## src/sv/nir_pkg.sv

```systemverilog
// shared types, constants and codes of the nec ir frame decoder
package nir_pkg;

    // payload widths
    localparam int unsigned TICK_W      = 16;
    localparam int unsigned BYTE_W      = 8;
    localparam int unsigned CFG_DATA_W  = 16;
    localparam int unsigned CFG_IDX_W   = 3;

    // frame length and queue depth
    localparam int unsigned FRAME_BITS_DEF = 32;
    localparam int unsigned QUEUE_DEPTH    = 2;

    // register reset values
    localparam logic [TICK_W-1:0] LEADER_RST    = 16'd13500;
    localparam logic [TICK_W-1:0] REPEAT_RST    = 16'd11250;
    localparam logic [TICK_W-1:0] ZERO_RST      = 16'd1120;
    localparam logic [TICK_W-1:0] ONE_RST       = 16'd2250;
    localparam logic [TICK_W-1:0] TOLERANCE_RST = 16'd500;

    // configuration register indexes
    typedef enum logic [CFG_IDX_W-1:0] {
        CFG_LEADER    = 3'd0,
        CFG_REPEAT    = 3'd1,
        CFG_ZERO      = 3'd2,
        CFG_ONE       = 3'd3,
        CFG_TOLERANCE = 3'd4
    } t_cfg_idx;

    // result kinds
    typedef enum logic {
        EV_FRAME  = 1'b0,
        EV_REPEAT = 1'b1
    } t_event_kind;

    // receiver phase
    typedef enum logic [1:0] {
        PH_IDLE = 2'd0,
        PH_LEAD = 2'd1,
        PH_DATA = 2'd2
    } t_phase;

    // window matches of one edge interval
    typedef struct packed {
        logic leader;
        logic rpt;
        logic zero;
        logic one;
    } t_match;

    // head of the classification queue
    typedef struct packed {
        logic   valid;
        t_match match;
    } t_queue_head;

endpackage

```

## src/sv/nir_if.sv

```systemverilog
// request channels of the nec ir frame decoder
interface nir_edge_if;
    import nir_pkg::*;
    logic              valid;
    logic              ready;
    logic [TICK_W-1:0] edge_interval;

    modport source (output valid, output edge_interval, input ready);
    modport sink   (input valid, input edge_interval, output ready);
endinterface

interface nir_event_if;
    import nir_pkg::*;
    logic              valid;
    logic              ready;
    logic              event_kind;
    logic [BYTE_W-1:0] address;
    logic [BYTE_W-1:0] command;

    modport source (output valid, output event_kind, output address, output command,
                    input ready);
    modport sink   (input valid, input event_kind, input address, input command,
                    output ready);
endinterface

```

## src/sv/nir_front.sv

```systemverilog
// front part: timing registers and window classification of each edge
module nir_front
    import nir_pkg::*;
(
    input  logic                  i_clk,
    input  logic                  i_rst_n,
    input  logic                  i_cfg_we,
    input  logic [CFG_IDX_W-1:0]  i_cfg_index,
    input  logic [CFG_DATA_W-1:0] i_cfg_wdata,
    nir_edge_if.sink              i_edge,
    input  logic                  i_queue_ready,
    output logic                  o_push,
    output t_match                o_match
);

    logic [TICK_W-1:0] r_leader;
    logic [TICK_W-1:0] r_repeat;
    logic [TICK_W-1:0] r_zero;
    logic [TICK_W-1:0] r_one;
    logic [TICK_W-1:0] r_tol;

    // configuration writes
    always_ff @(posedge i_clk) begin
        if (!i_rst_n) begin
            r_leader <= LEADER_RST;
            r_repeat <= REPEAT_RST;
            r_zero   <= ZERO_RST;
            r_one    <= ONE_RST;
            r_tol    <= TOLERANCE_RST;
        end else if (i_cfg_we) begin
            case (t_cfg_idx'(i_cfg_index))
                CFG_LEADER:    r_leader <= i_cfg_wdata[TICK_W-1:0];
                CFG_REPEAT:    r_repeat <= i_cfg_wdata[TICK_W-1:0];
                CFG_ZERO:      r_zero   <= i_cfg_wdata[TICK_W-1:0];
                CFG_ONE:       r_one    <= i_cfg_wdata[TICK_W-1:0];
                CFG_TOLERANCE: r_tol    <= i_cfg_wdata[TICK_W-1:0];
                default: ;
            endcase
        end
    end

    // strict window test without wrap: t + tol > n and t < n + tol
    function automatic logic in_window(input logic [TICK_W-1:0] t,
                                       input logic [TICK_W-1:0] nom,
                                       input logic [TICK_W-1:0] tol);
        logic [TICK_W:0] lo_sum;
        logic [TICK_W:0] hi_sum;
        lo_sum = {1'b0, t} + {1'b0, tol};
        hi_sum = {1'b0, nom} + {1'b0, tol};
        return (lo_sum > {1'b0, nom}) && ({1'b0, t} < hi_sum);
    endfunction

    // classify against all four windows; phase priority is applied at the back
    always_comb begin
        o_match.leader = in_window(i_edge.edge_interval, r_leader, r_tol);
        o_match.rpt    = in_window(i_edge.edge_interval, r_repeat, r_tol);
        o_match.zero   = in_window(i_edge.edge_interval, r_zero, r_tol);
        o_match.one    = in_window(i_edge.edge_interval, r_one, r_tol);
    end

    assign i_edge.ready = i_queue_ready;
    assign o_push       = i_edge.valid && i_queue_ready;

endmodule

```

## src/sv/nir_queue.sv

```systemverilog
// short queue of classified edges between front and back
module nir_queue
    import nir_pkg::*;
(
    input  logic        i_clk,
    input  logic        i_rst_n,
    input  logic        i_push,
    input  t_match      i_match,
    output logic        o_ready,
    input  logic        i_pop,
    output t_queue_head o_head
);

    localparam int unsigned PTR_W = (QUEUE_DEPTH > 1) ? $clog2(QUEUE_DEPTH) : 1;
    localparam int unsigned CNT_W = $clog2(QUEUE_DEPTH + 1);

    t_match             r_mem [QUEUE_DEPTH];
    logic [PTR_W-1:0]   r_wr_ptr;
    logic [PTR_W-1:0]   r_rd_ptr;
    logic [CNT_W-1:0]   r_count;

    function automatic logic [PTR_W-1:0] ptr_inc(input logic [PTR_W-1:0] p);
        return (p == PTR_W'(QUEUE_DEPTH - 1)) ? '0 : p + PTR_W'(1);
    endfunction

    // storage
    always_ff @(posedge i_clk) begin
        if (i_push) begin
            r_mem[r_wr_ptr] <= i_match;
        end
    end

    // pointers and fill count
    always_ff @(posedge i_clk) begin
        if (!i_rst_n) begin
            r_wr_ptr <= '0;
            r_rd_ptr <= '0;
            r_count  <= '0;
        end else begin
            if (i_push) begin
                r_wr_ptr <= ptr_inc(r_wr_ptr);
            end
            if (i_pop) begin
                r_rd_ptr <= ptr_inc(r_rd_ptr);
            end
            case ({i_push, i_pop})
                2'b10:   r_count <= r_count + CNT_W'(1);
                2'b01:   r_count <= r_count - CNT_W'(1);
                default: r_count <= r_count;
            endcase
        end
    end

    assign o_ready      = (r_count != CNT_W'(QUEUE_DEPTH));
    assign o_head.valid = (r_count != '0);
    assign o_head.match = r_mem[r_rd_ptr];

endmodule

```

## src/sv/nir_back.sv

```systemverilog
// back part: frame state machine, bit assembly, check and result register
module nir_back
    import nir_pkg::*;
#(
    parameter int unsigned FRAME_BITS = FRAME_BITS_DEF
)(
    input  logic        i_clk,
    input  logic        i_rst_n,
    input  t_queue_head i_head,
    output logic        o_pop,
    nir_event_if.source o_event
);

    localparam int unsigned IDX_W = $clog2(FRAME_BITS);

    t_phase                r_phase;
    t_phase                n_phase;
    logic [IDX_W-1:0]      r_bit_idx;
    logic [IDX_W-1:0]      n_bit_idx;
    logic [FRAME_BITS-1:1] r_frame;
    logic [FRAME_BITS-1:1] n_frame;
    logic [BYTE_W-1:0]     r_last_addr;
    logic [BYTE_W-1:0]     r_last_cmd;
    logic                  r_out_valid;
    t_event_kind           r_out_kind;
    logic [BYTE_W-1:0]     r_out_addr;
    logic [BYTE_W-1:0]     r_out_cmd;

    logic                  emit;
    t_event_kind           emit_kind;
    logic [BYTE_W-1:0]     emit_addr;
    logic [BYTE_W-1:0]     emit_cmd;
    logic                  is_bit;
    logic                  bit_val;
    logic                  last_bit;
    logic [FRAME_BITS-1:0] full_frame;
    logic                  frame_ok;

    // take the next request once the result slot is free or being drained
    assign o_pop = i_head.valid && (!r_out_valid || o_event.ready);

    // bit decode, zero window has priority over one
    assign is_bit     = i_head.match.zero || i_head.match.one;
    assign bit_val    = !i_head.match.zero;
    assign last_bit   = (r_bit_idx == IDX_W'(FRAME_BITS - 1));
    assign full_frame = {bit_val, r_frame};
    assign frame_ok   =
        (full_frame[BYTE_W-1:0]          == ~full_frame[2*BYTE_W-1:BYTE_W]) &&
        (full_frame[3*BYTE_W-1:2*BYTE_W] == ~full_frame[4*BYTE_W-1:3*BYTE_W]);

    // next phase
    always_comb begin
        n_phase = r_phase;
        case (r_phase)
            PH_LEAD: begin
                if (i_head.match.leader) begin
                    n_phase = PH_DATA;
                end else if (i_head.match.rpt) begin
                    n_phase = PH_IDLE;
                end
            end
            PH_DATA: begin
                if (!is_bit) begin
                    n_phase = PH_LEAD;
                end else if (last_bit) begin
                    n_phase = PH_IDLE;
                end
            end
            default: n_phase = PH_LEAD;
        endcase
    end

    // datapath and result of the current request
    always_comb begin
        n_bit_idx = r_bit_idx;
        n_frame   = r_frame;
        emit      = 1'b0;
        emit_kind = EV_FRAME;
        emit_addr = full_frame[BYTE_W-1:0];
        emit_cmd  = full_frame[3*BYTE_W-1:2*BYTE_W];
        case (r_phase)
            PH_LEAD: begin
                if (!i_head.match.leader && i_head.match.rpt) begin
                    emit      = 1'b1;
                    emit_kind = EV_REPEAT;
                    emit_addr = r_last_addr;
                    emit_cmd  = r_last_cmd;
                end
            end
            PH_DATA: begin
                if (!is_bit) begin
                    n_bit_idx = '0;
                end else begin
                    n_frame = full_frame[FRAME_BITS-1:1];
                    if (last_bit) begin
                        n_bit_idx = '0;
                        emit      = frame_ok;
                    end else begin
                        n_bit_idx = r_bit_idx + IDX_W'(1);
                    end
                end
            end
            default: ;
        endcase
    end

    // state registers
    always_ff @(posedge i_clk) begin
        if (!i_rst_n) begin
            r_phase     <= PH_IDLE;
            r_bit_idx   <= '0;
            r_frame     <= '0;
            r_last_addr <= '0;
            r_last_cmd  <= '0;
        end else if (o_pop) begin
            r_phase   <= n_phase;
            r_bit_idx <= n_bit_idx;
            r_frame   <= n_frame;
            if (emit && emit_kind == EV_FRAME) begin
                r_last_addr <= emit_addr;
                r_last_cmd  <= emit_cmd;
            end
        end
    end

    // result register
    always_ff @(posedge i_clk) begin
        if (!i_rst_n) begin
            r_out_valid <= 1'b0;
        end else if (o_pop) begin
            r_out_valid <= emit;
        end else if (o_event.ready) begin
            r_out_valid <= 1'b0;
        end
    end

    always_ff @(posedge i_clk) begin
        if (o_pop && emit) begin
            r_out_kind <= emit_kind;
            r_out_addr <= emit_addr;
            r_out_cmd  <= emit_cmd;
        end
    end

    assign o_event.valid      = r_out_valid;
    assign o_event.event_kind = r_out_kind;
    assign o_event.address    = r_out_addr;
    assign o_event.command    = r_out_cmd;

endmodule

```

## src/sv/nec_ir_frame_decoder.sv

```systemverilog
// NEC IR frame decoder: one falling-edge interval per request in, at most one
// decoded frame or repeat result out. The front compares each interval against
// the leader, repeat, zero and one windows in the cycle it is accepted and
// pushes the match flags into a two-entry queue; the back pops one entry per
// cycle while the result register is free or drained, runs the idle/lead/data
// phases, assembles the 32 bits LSB first and checks the address and command
// bytes against their inverses on the last bit. Sustained rate is one interval
// per clock while the sink is ready; the match flags pass the queue, then the
// result register. A stalled sink holds the result register; the back stops and
// the queue absorbs up to two more intervals before the input stalls.
// Write configuration registers only while idle; the block does not enforce it.
module nec_ir_frame_decoder
    import nir_pkg::*;
#(
    parameter int unsigned FRAME_BITS = FRAME_BITS_DEF
)(
    input  logic                  i_clk,
    input  logic                  i_rst_n,
    input  logic                  i_cfg_we,
    input  logic [CFG_IDX_W-1:0]  i_cfg_index,
    input  logic [CFG_DATA_W-1:0] i_cfg_wdata,
    nir_edge_if.sink              i_edge,
    nir_event_if.source           o_event
);

    logic        queue_ready;
    logic        push;
    t_match      match;
    logic        pop;
    t_queue_head head;

    // edge classification
    nir_front u_front (
        .i_clk        (i_clk),
        .i_rst_n      (i_rst_n),
        .i_cfg_we     (i_cfg_we),
        .i_cfg_index  (i_cfg_index),
        .i_cfg_wdata  (i_cfg_wdata),
        .i_edge       (i_edge),
        .i_queue_ready(queue_ready),
        .o_push       (push),
        .o_match      (match)
    );

    // decoupling queue
    nir_queue u_queue (
        .i_clk  (i_clk),
        .i_rst_n(i_rst_n),
        .i_push (push),
        .i_match(match),
        .o_ready(queue_ready),
        .i_pop  (pop),
        .o_head (head)
    );

    // frame decode
    nir_back #(
        .FRAME_BITS(FRAME_BITS)
    ) u_back (
        .i_clk  (i_clk),
        .i_rst_n(i_rst_n),
        .i_head (head),
        .o_pop  (pop),
        .o_event(o_event)
    );

    // no pop from an empty queue
    a_pop_nonempty: assert property (@(posedge i_clk) disable iff (!i_rst_n)
        pop |-> head.valid)
        else $error("pop from empty queue");

    // back holds while a result waits on a stalled sink
    a_hold_on_stall: assert property (@(posedge i_clk) disable iff (!i_rst_n)
        (o_event.valid && !o_event.ready) |-> !pop)
        else $error("pop while result stalled");

    // every new result comes from a popped request
    a_result_source: assert property (@(posedge i_clk) disable iff (!i_rst_n)
        $rose(o_event.valid) |-> $past(pop))
        else $error("result without request");

endmodule

```

## src/flat_wrapper.sv

```systemverilog
// flat-port wrapper written by rule: the top's interface ports become plain ports
module nec_ir_frame_decoder_flat import nir_pkg::*;
#(
    parameter int unsigned FRAME_BITS = FRAME_BITS_DEF
)
  (i_clk, i_rst_n, i_cfg_we, i_cfg_index, i_cfg_wdata, i_edge_valid, i_edge_edge_interval, i_edge_ready, o_event_valid, o_event_event_kind, o_event_address, o_event_command, o_event_ready);
  nir_edge_if i_edge_i ();
  nir_event_if o_event_i ();
  input  logic i_clk;
  input  logic i_rst_n;
  input  logic i_cfg_we;
  input  logic [CFG_IDX_W-1:0] i_cfg_index;
  input  logic [CFG_DATA_W-1:0] i_cfg_wdata;
  input wire logic [$bits(i_edge_i.valid)-1:0] i_edge_valid;
  input wire logic [$bits(i_edge_i.edge_interval)-1:0] i_edge_edge_interval;
  output wire logic [$bits(i_edge_i.ready)-1:0] i_edge_ready;
  output wire logic [$bits(o_event_i.valid)-1:0] o_event_valid;
  output wire logic [$bits(o_event_i.event_kind)-1:0] o_event_event_kind;
  output wire logic [$bits(o_event_i.address)-1:0] o_event_address;
  output wire logic [$bits(o_event_i.command)-1:0] o_event_command;
  input wire logic [$bits(o_event_i.ready)-1:0] o_event_ready;
  assign i_edge_i.valid = i_edge_valid;
  assign i_edge_i.edge_interval = i_edge_edge_interval;
  assign i_edge_ready = i_edge_i.ready;
  assign o_event_valid = o_event_i.valid;
  assign o_event_event_kind = o_event_i.event_kind;
  assign o_event_address = o_event_i.address;
  assign o_event_command = o_event_i.command;
  assign o_event_i.ready = o_event_ready;
  nec_ir_frame_decoder #(.FRAME_BITS(FRAME_BITS)) u_core (.i_clk(i_clk), .i_rst_n(i_rst_n), .i_cfg_we(i_cfg_we), .i_cfg_index(i_cfg_index), .i_cfg_wdata(i_cfg_wdata), .i_edge(i_edge_i), .o_event(o_event_i));
endmodule
```

## config.mk

```make
export PLATFORM = sky130hd
export DESIGN_NAME = nec_ir_frame_decoder_flat
export DESIGN_NICKNAME = d
export VERILOG_FILES = /design/src/sv/nir_pkg.sv /design/src/sv/nir_if.sv /design/src/sv/nir_front.sv /design/src/sv/nir_queue.sv /design/src/sv/nir_back.sv /design/src/sv/nec_ir_frame_decoder.sv /design/src/flat_wrapper.sv
export SDC_FILE = /design/constraint.sdc
export NUM_CORES = 1
export LEC_CHECK = 0
export BUFFER_PORTS_ARGS = -buffer_cell sky130_fd_sc_hd__buf_2
export CORE_MARGIN = 1
export CORE_UTILIZATION = 50
export DETAILED_ROUTE_END_ITERATION = 10
export HOLD_SLACK_MARGIN = 0.12
export PLACE_DENSITY_LB_ADDON = 0.12
export SYNTH_ARGS = -nofsm -noshare
export SYNTH_HDL_FRONTEND = slang
export SYNTH_HIERARCHICAL = 1
export SYNTH_SLANG_ARGS = --single-unit
```

## constraint.sdc

```tcl
create_clock -name i_clk -period 5.6 [get_ports i_clk]
set_input_delay 0.56 -clock i_clk [delete_from_list [all_inputs] [get_ports i_clk]]
set_output_delay 0.56 -clock i_clk [all_outputs]
set_load 0.05 [all_outputs]
```

==> impl_metrics.json <==
{
  "synth_largest_type_area_fraction": 0.219,
  "synth-simple-area-share": 0.183,
  "power.internal_mw": 2.21,
  "die_area_sq_mm": 0.0262,
  "syn_avg_cell_area_sq_um": 8.21,
  "detailroute.via_count": 11300,
  "yosys_most_used_dff": "sky130_fd_sc_hd__dfxtp_1",
  "path_max_fanout": 11,
  "worstSetupEndpointType": "register",
  "synth.largest_area_cell": "sky130_fd_sc_hd__dfxtp_1",
  "crit_path_start": "u_core/u_front/r_tol[1]",
  "timing.rr.start": "u_core/u_front/r_tol[1]",
  "outcome": "finished clean",
  "total_switching_power_mw": 1.11,
  "post-route-worst-setup-slack_ns": 1.34,
  "clk_pin_slew_ns": 0.07,
  "finalHoldViolations": 0,
  "fillers": 2425,
  "synthMostInstantiatedCell": "sky130_fd_sc_hd__nand2_1",
  "rr_worst_depth": 15,
  "global_route.overflow_total": 0,
  "fin_hold_ws_ns": 0.408,
  "routedWlPerCell_um": 18.9,
  "grt_setup_unrepaired": "false",
  "postRouteWirelength_um": 36500,
  "postCtsHoldBufs": 0,
  "dpl.hpwl_um": 28700,
  "met2RoutedLength_um": 17100,
  "antenna_found_initial": 0,
  "final-max-slew-violation-count": 0,
  "synthAdderAreaFrac": 0.212,
  "number_of_optimization_iterations_in_the_first_detailed_route_pass": 5,
  "place.port_buffers": 58,
  "dieWidth_um": 162,
  "final_period_minus_worst_setup_slack_ns": 4.26,
  "grt_max_degree": 88,
  "power_switching_share": 0.334,
  "timing.clock.skew_ns": 0.0179,
  "total_power_mw": 3.32,
  "grt_pass1_wl_um": 57700,
  "post-route-period-util": 0.761,
  "timing.final.setup_violations": 0,
  "vdd_drop_max_v": 0.000151,
  "yosys.area_share.xor_xnor": 0.0541,
  "mappedNetlistArea_sq_mm": 0.0128,
  "drv.max_cap_violation_count": 0,
  "synth_enable_flop_cells": 25,
  "wl_met3_um": 1340,
  "cts_root_cell": "sky130_fd_sc_hd__clkbuf_16",
  "synth.lib_cells_used.distinct": 75,
  "cts.repair.resized": 0,
  "holdCritStartpoint": "i_cfg_wdata[8]",
  "timing.critical_path.arrival_ns": 4.51,
  "p_clk_frac": 0.354,
  "critical_path.slowest_cell": "sky130_fd_sc_hd__o311ai_0",
  "drc": 0,
  "seq_area_frac_synth": 0.278,
  "synthesis_to_layout_area_growth_pct": 8.64,
  "ant_cells": 0,
  "drive_gt1_frac": 0.0731,
  "largest_family_of_logic_cells_by_synthesized_area": "compound AO/OA/AOI/OAI gates",
  "timing.setup.tns_ns": 0,
  "yosys-mux-area-fraction": 0.00518,
  "worst_path_largest_cell_delay_ns": 0.66,
  "crit_path_cell_trace": "ha_1, a211oi_1, o21bai_1, o311ai_0, o21ai_0, a21oi_1, xor2_1, ha_1, a21oi_1, nor2b_1, o21ai_0, nand2b_1, a211oi_1, o31ai_1, a32oi_1",
  "clock_sinks": 165,
  "synth_seq_cells": 165,
  "detail-route-antenna-nets": 0,
  "power_density_mw_per_mm2": 239,
  "worstReg2RegEnd": "u_core/u_queue/r_mem[0][1]",
  "top_level_ports": 59,
  "gate_count_of_the_mapped_netlist": 1558,
  "finalNetCount": 1841,
  "asyncSetResetFlopFracSynth": 0,
  "cts_buffers": 17,
  "max-clock-path-buffers": 2,
  "synth-compound-area-share": 0.223,
  "final_estimated_routing_congestion_in_global_placement": 0.925,
  "worstHoldPathCells": 3,
  "worstPathRequired_ns": 5.85,
  "pre_cts_slack_ns": 1.32,
  "critical_path_class": "reg2reg",
  "path_type_of_the_worst_min_delay_path": "in2reg",
  "highest_signal_layer": "met4",
  "grtUsageTotal": 0.287,
  "wl_met1_um": 17100,
  "p_leak_nw": 6.07,
  "syn_nets": 1812,
  "initialDrtViolationCount": 829,
  "comb_power_share": 0.257,
  "vias_per_cell": 5.83,
  "rows": 58,
  "timing.critical_path.from_type": "register",
  "synth.top_cells.by_count": "sky130_fd_sc_hd__nand2_1 (279), sky130_fd_sc_hd__ha_1 (209), sky130_fd_sc_hd__dfxtp_1 (140), sky130_fd_sc_hd__a21oi_1 (134), sky130_fd_sc_hd__inv_1 (95)",
  "worst_min_delay_path_endpoint": "u_core/u_front/r_tol[8]",
  "cts_setup_buffers": 0,
  "worst_pin_slew_ns": 1.20,
  "synth_warnings": 6,
  "timing.fmax_mhz": 235,
  "synth_top_cells_by_area": "sky130_fd_sc_hd__dfxtp_1 (22%), sky130_fd_sc_hd__ha_1 (20%), sky130_fd_sc_hd__nand2_1 (8.2%)",
  "regToRegSetupSlack_ns": 1.34,
  "first_global_vias": 10700,
  "tritoncts": "done",
  "timing.slew.headroom": 0.202,
  "die_height_um": 162,
  "pwr-share-seq": 0.389,
  "initial_utilization": 0.510,
  "clk_latency_ns": 0.44,
  "cts.htree.levels": 4,
  "core_area_sq_mm": 0.0251
}
==> layer usage <==
metal  track usage  vias to the layer above
met5             0                        -
met4        0.0978                        0
met3        0.0263                       42
met2         0.490                      236
met1         0.378                     5308
li1              -                     5668
==> power by group through the flow <==
stage / Sequential, mW / Combinational [mW] / Clock [mW]
final: 1.29 / 0.852 / 1.17
after global routing: 1.29 / 0.955 / 1.25
after CTS: 1.29 / 0.847 / 1.20
after detailed placement: 1.31 / 0.840 / 0
after global placement: 1.31 / 0.828 / 0
after floorplan: 1.30 / 0.612 / 0
==> placed cells by master (no fill, tap or decap), types with 5 or more instances in the layout <==
cell type                   synthesis  final
sky130_fd_sc_hd__a21o_1            48     48
sky130_fd_sc_hd__nor3_1            15     15
sky130_fd_sc_hd__nor4_1             6      6
sky130_fd_sc_hd__a31oi_1            5      5
sky130_fd_sc_hd__clkbuf_16          0     17
sky130_fd_sc_hd__nand2b_1          21     21
sky130_fd_sc_hd__nor2b_1           18     18
sky130_fd_sc_hd__o211ai_1          31     31
sky130_fd_sc_hd__or3_1             13     13
sky130_fd_sc_hd__a21oi_1          134    134
sky130_fd_sc_hd__dfxtp_1          140    140
sky130_fd_sc_hd__nand2_1          279    279
sky130_fd_sc_hd__o31ai_1           23     23
sky130_fd_sc_hd__fa_1               5      5
sky130_fd_sc_hd__inv_1             95     95
sky130_fd_sc_hd__and2_1             8      8
sky130_fd_sc_hd__a211oi_1          22     22
sky130_fd_sc_hd__o21bai_1          11     11
sky130_fd_sc_hd__buf_2              4     58
sky130_fd_sc_hd__and3_1             5      5
sky130_fd_sc_hd__nand4_1           42     42
sky130_fd_sc_hd__buf_4              2      5
sky130_fd_sc_hd__ha_1             209    209
sky130_fd_sc_hd__nand3b_1           5      5
sky130_fd_sc_hd__o21ai_0           53     53
sky130_fd_sc_hd__xor2_1            40     40
sky130_fd_sc_hd__o21a_1             9      9
sky130_fd_sc_hd__a21boi_0          50     50
sky130_fd_sc_hd__nand3_1           27     27
sky130_fd_sc_hd__nor2_1            54     52
sky130_fd_sc_hd__edfxtp_1          25     25
sky130_fd_sc_hd__or2_2              5      5
sky130_fd_sc_hd__xnor2_1           39     39
==> how the worst max path moves through the flow <==
| stage | endpoint | slack (ns) |
|---|---|---|
| floorplan | u_core/u_queue/r_mem[0][2] | 2.07 |
| global placement | u_core/u_queue/r_mem[0][2] | 1.36 |
| detailed placement | u_core/u_queue/r_mem[1][1] | 1.32 |
| CTS | u_core/u_queue/r_mem[0][1] | 1.38 |
| global route | u_core/u_queue/r_mem[0][1] | 0.95 |
| finish | u_core/u_queue/r_mem[0][1] | 1.34 |
==> cell type report <==
cell class                      instances  area (sq um)  share of cell area
Tap cell                              330           413              0.0297
Clock inverter                         14           139             0.00999
Sequential cell                       165          3550               0.256
Timing Repair Buffer                   63           328              0.0236
Multi-Input combinational cell       1243          8680               0.624
Inverter                               97           364              0.0262
Clock buffer                           18           429              0.0309
==> kinds of logic after synthesis <==
kind of cell,Yosys count
AO/OA/AOI/OAI,434
XOR/XNOR,79
adder cells (fa/ha/maj),214
buffers and inverters,150
flip-flops,165
multiplexers,6
AND/OR/NAND/NOR,510
==> registers in the layout (all words and copies together) (netlist names), 2 cells and up, named ones only <==
register,cells
u_core/u_back/r_last_addr,8
u_core/u_back/r_frame,31
u_core/u_back/o_event.address,8
u_core/u_back/o_event.command,8
u_core/u_front/r_tol,16
u_core/u_back/r_phase,2
u_core/u_queue/r_mem,8
u_core/u_back/r_bit_idx,5
u_core/u_queue/r_count,2
u_core/u_front/r_one,16
u_core/u_front/r_leader,16
u_core/u_front/r_repeat,16
u_core/u_front/r_zero,16
u_core/u_back/r_last_cmd,8
==> through the flow <==
step / cell area [sq um] / std cells / util
after CTS: 13900 / 1930 / 0.554
after global placement: 13300 / 1898 / 0.531
final: 13900 / 1930 / 0.554
after detailed placement: 13300 / 1898 / 0.531
after floorplan: 12800 / 1558 / -
after global routing: 13900 / 1930 / 0.554
==> worst max-delay path: cells and delay by family (launching register included) <==
family,cells,cell delay (ns)
XOR/XNOR,1,0.17
AO/OA/AOI/OAI,10,2.54
adder cells (fa/ha/maj),2,0.60
AND/OR/NAND/NOR,2,0.13
flip-flops,1,0.65
Power figures use the tool's default switching activity.
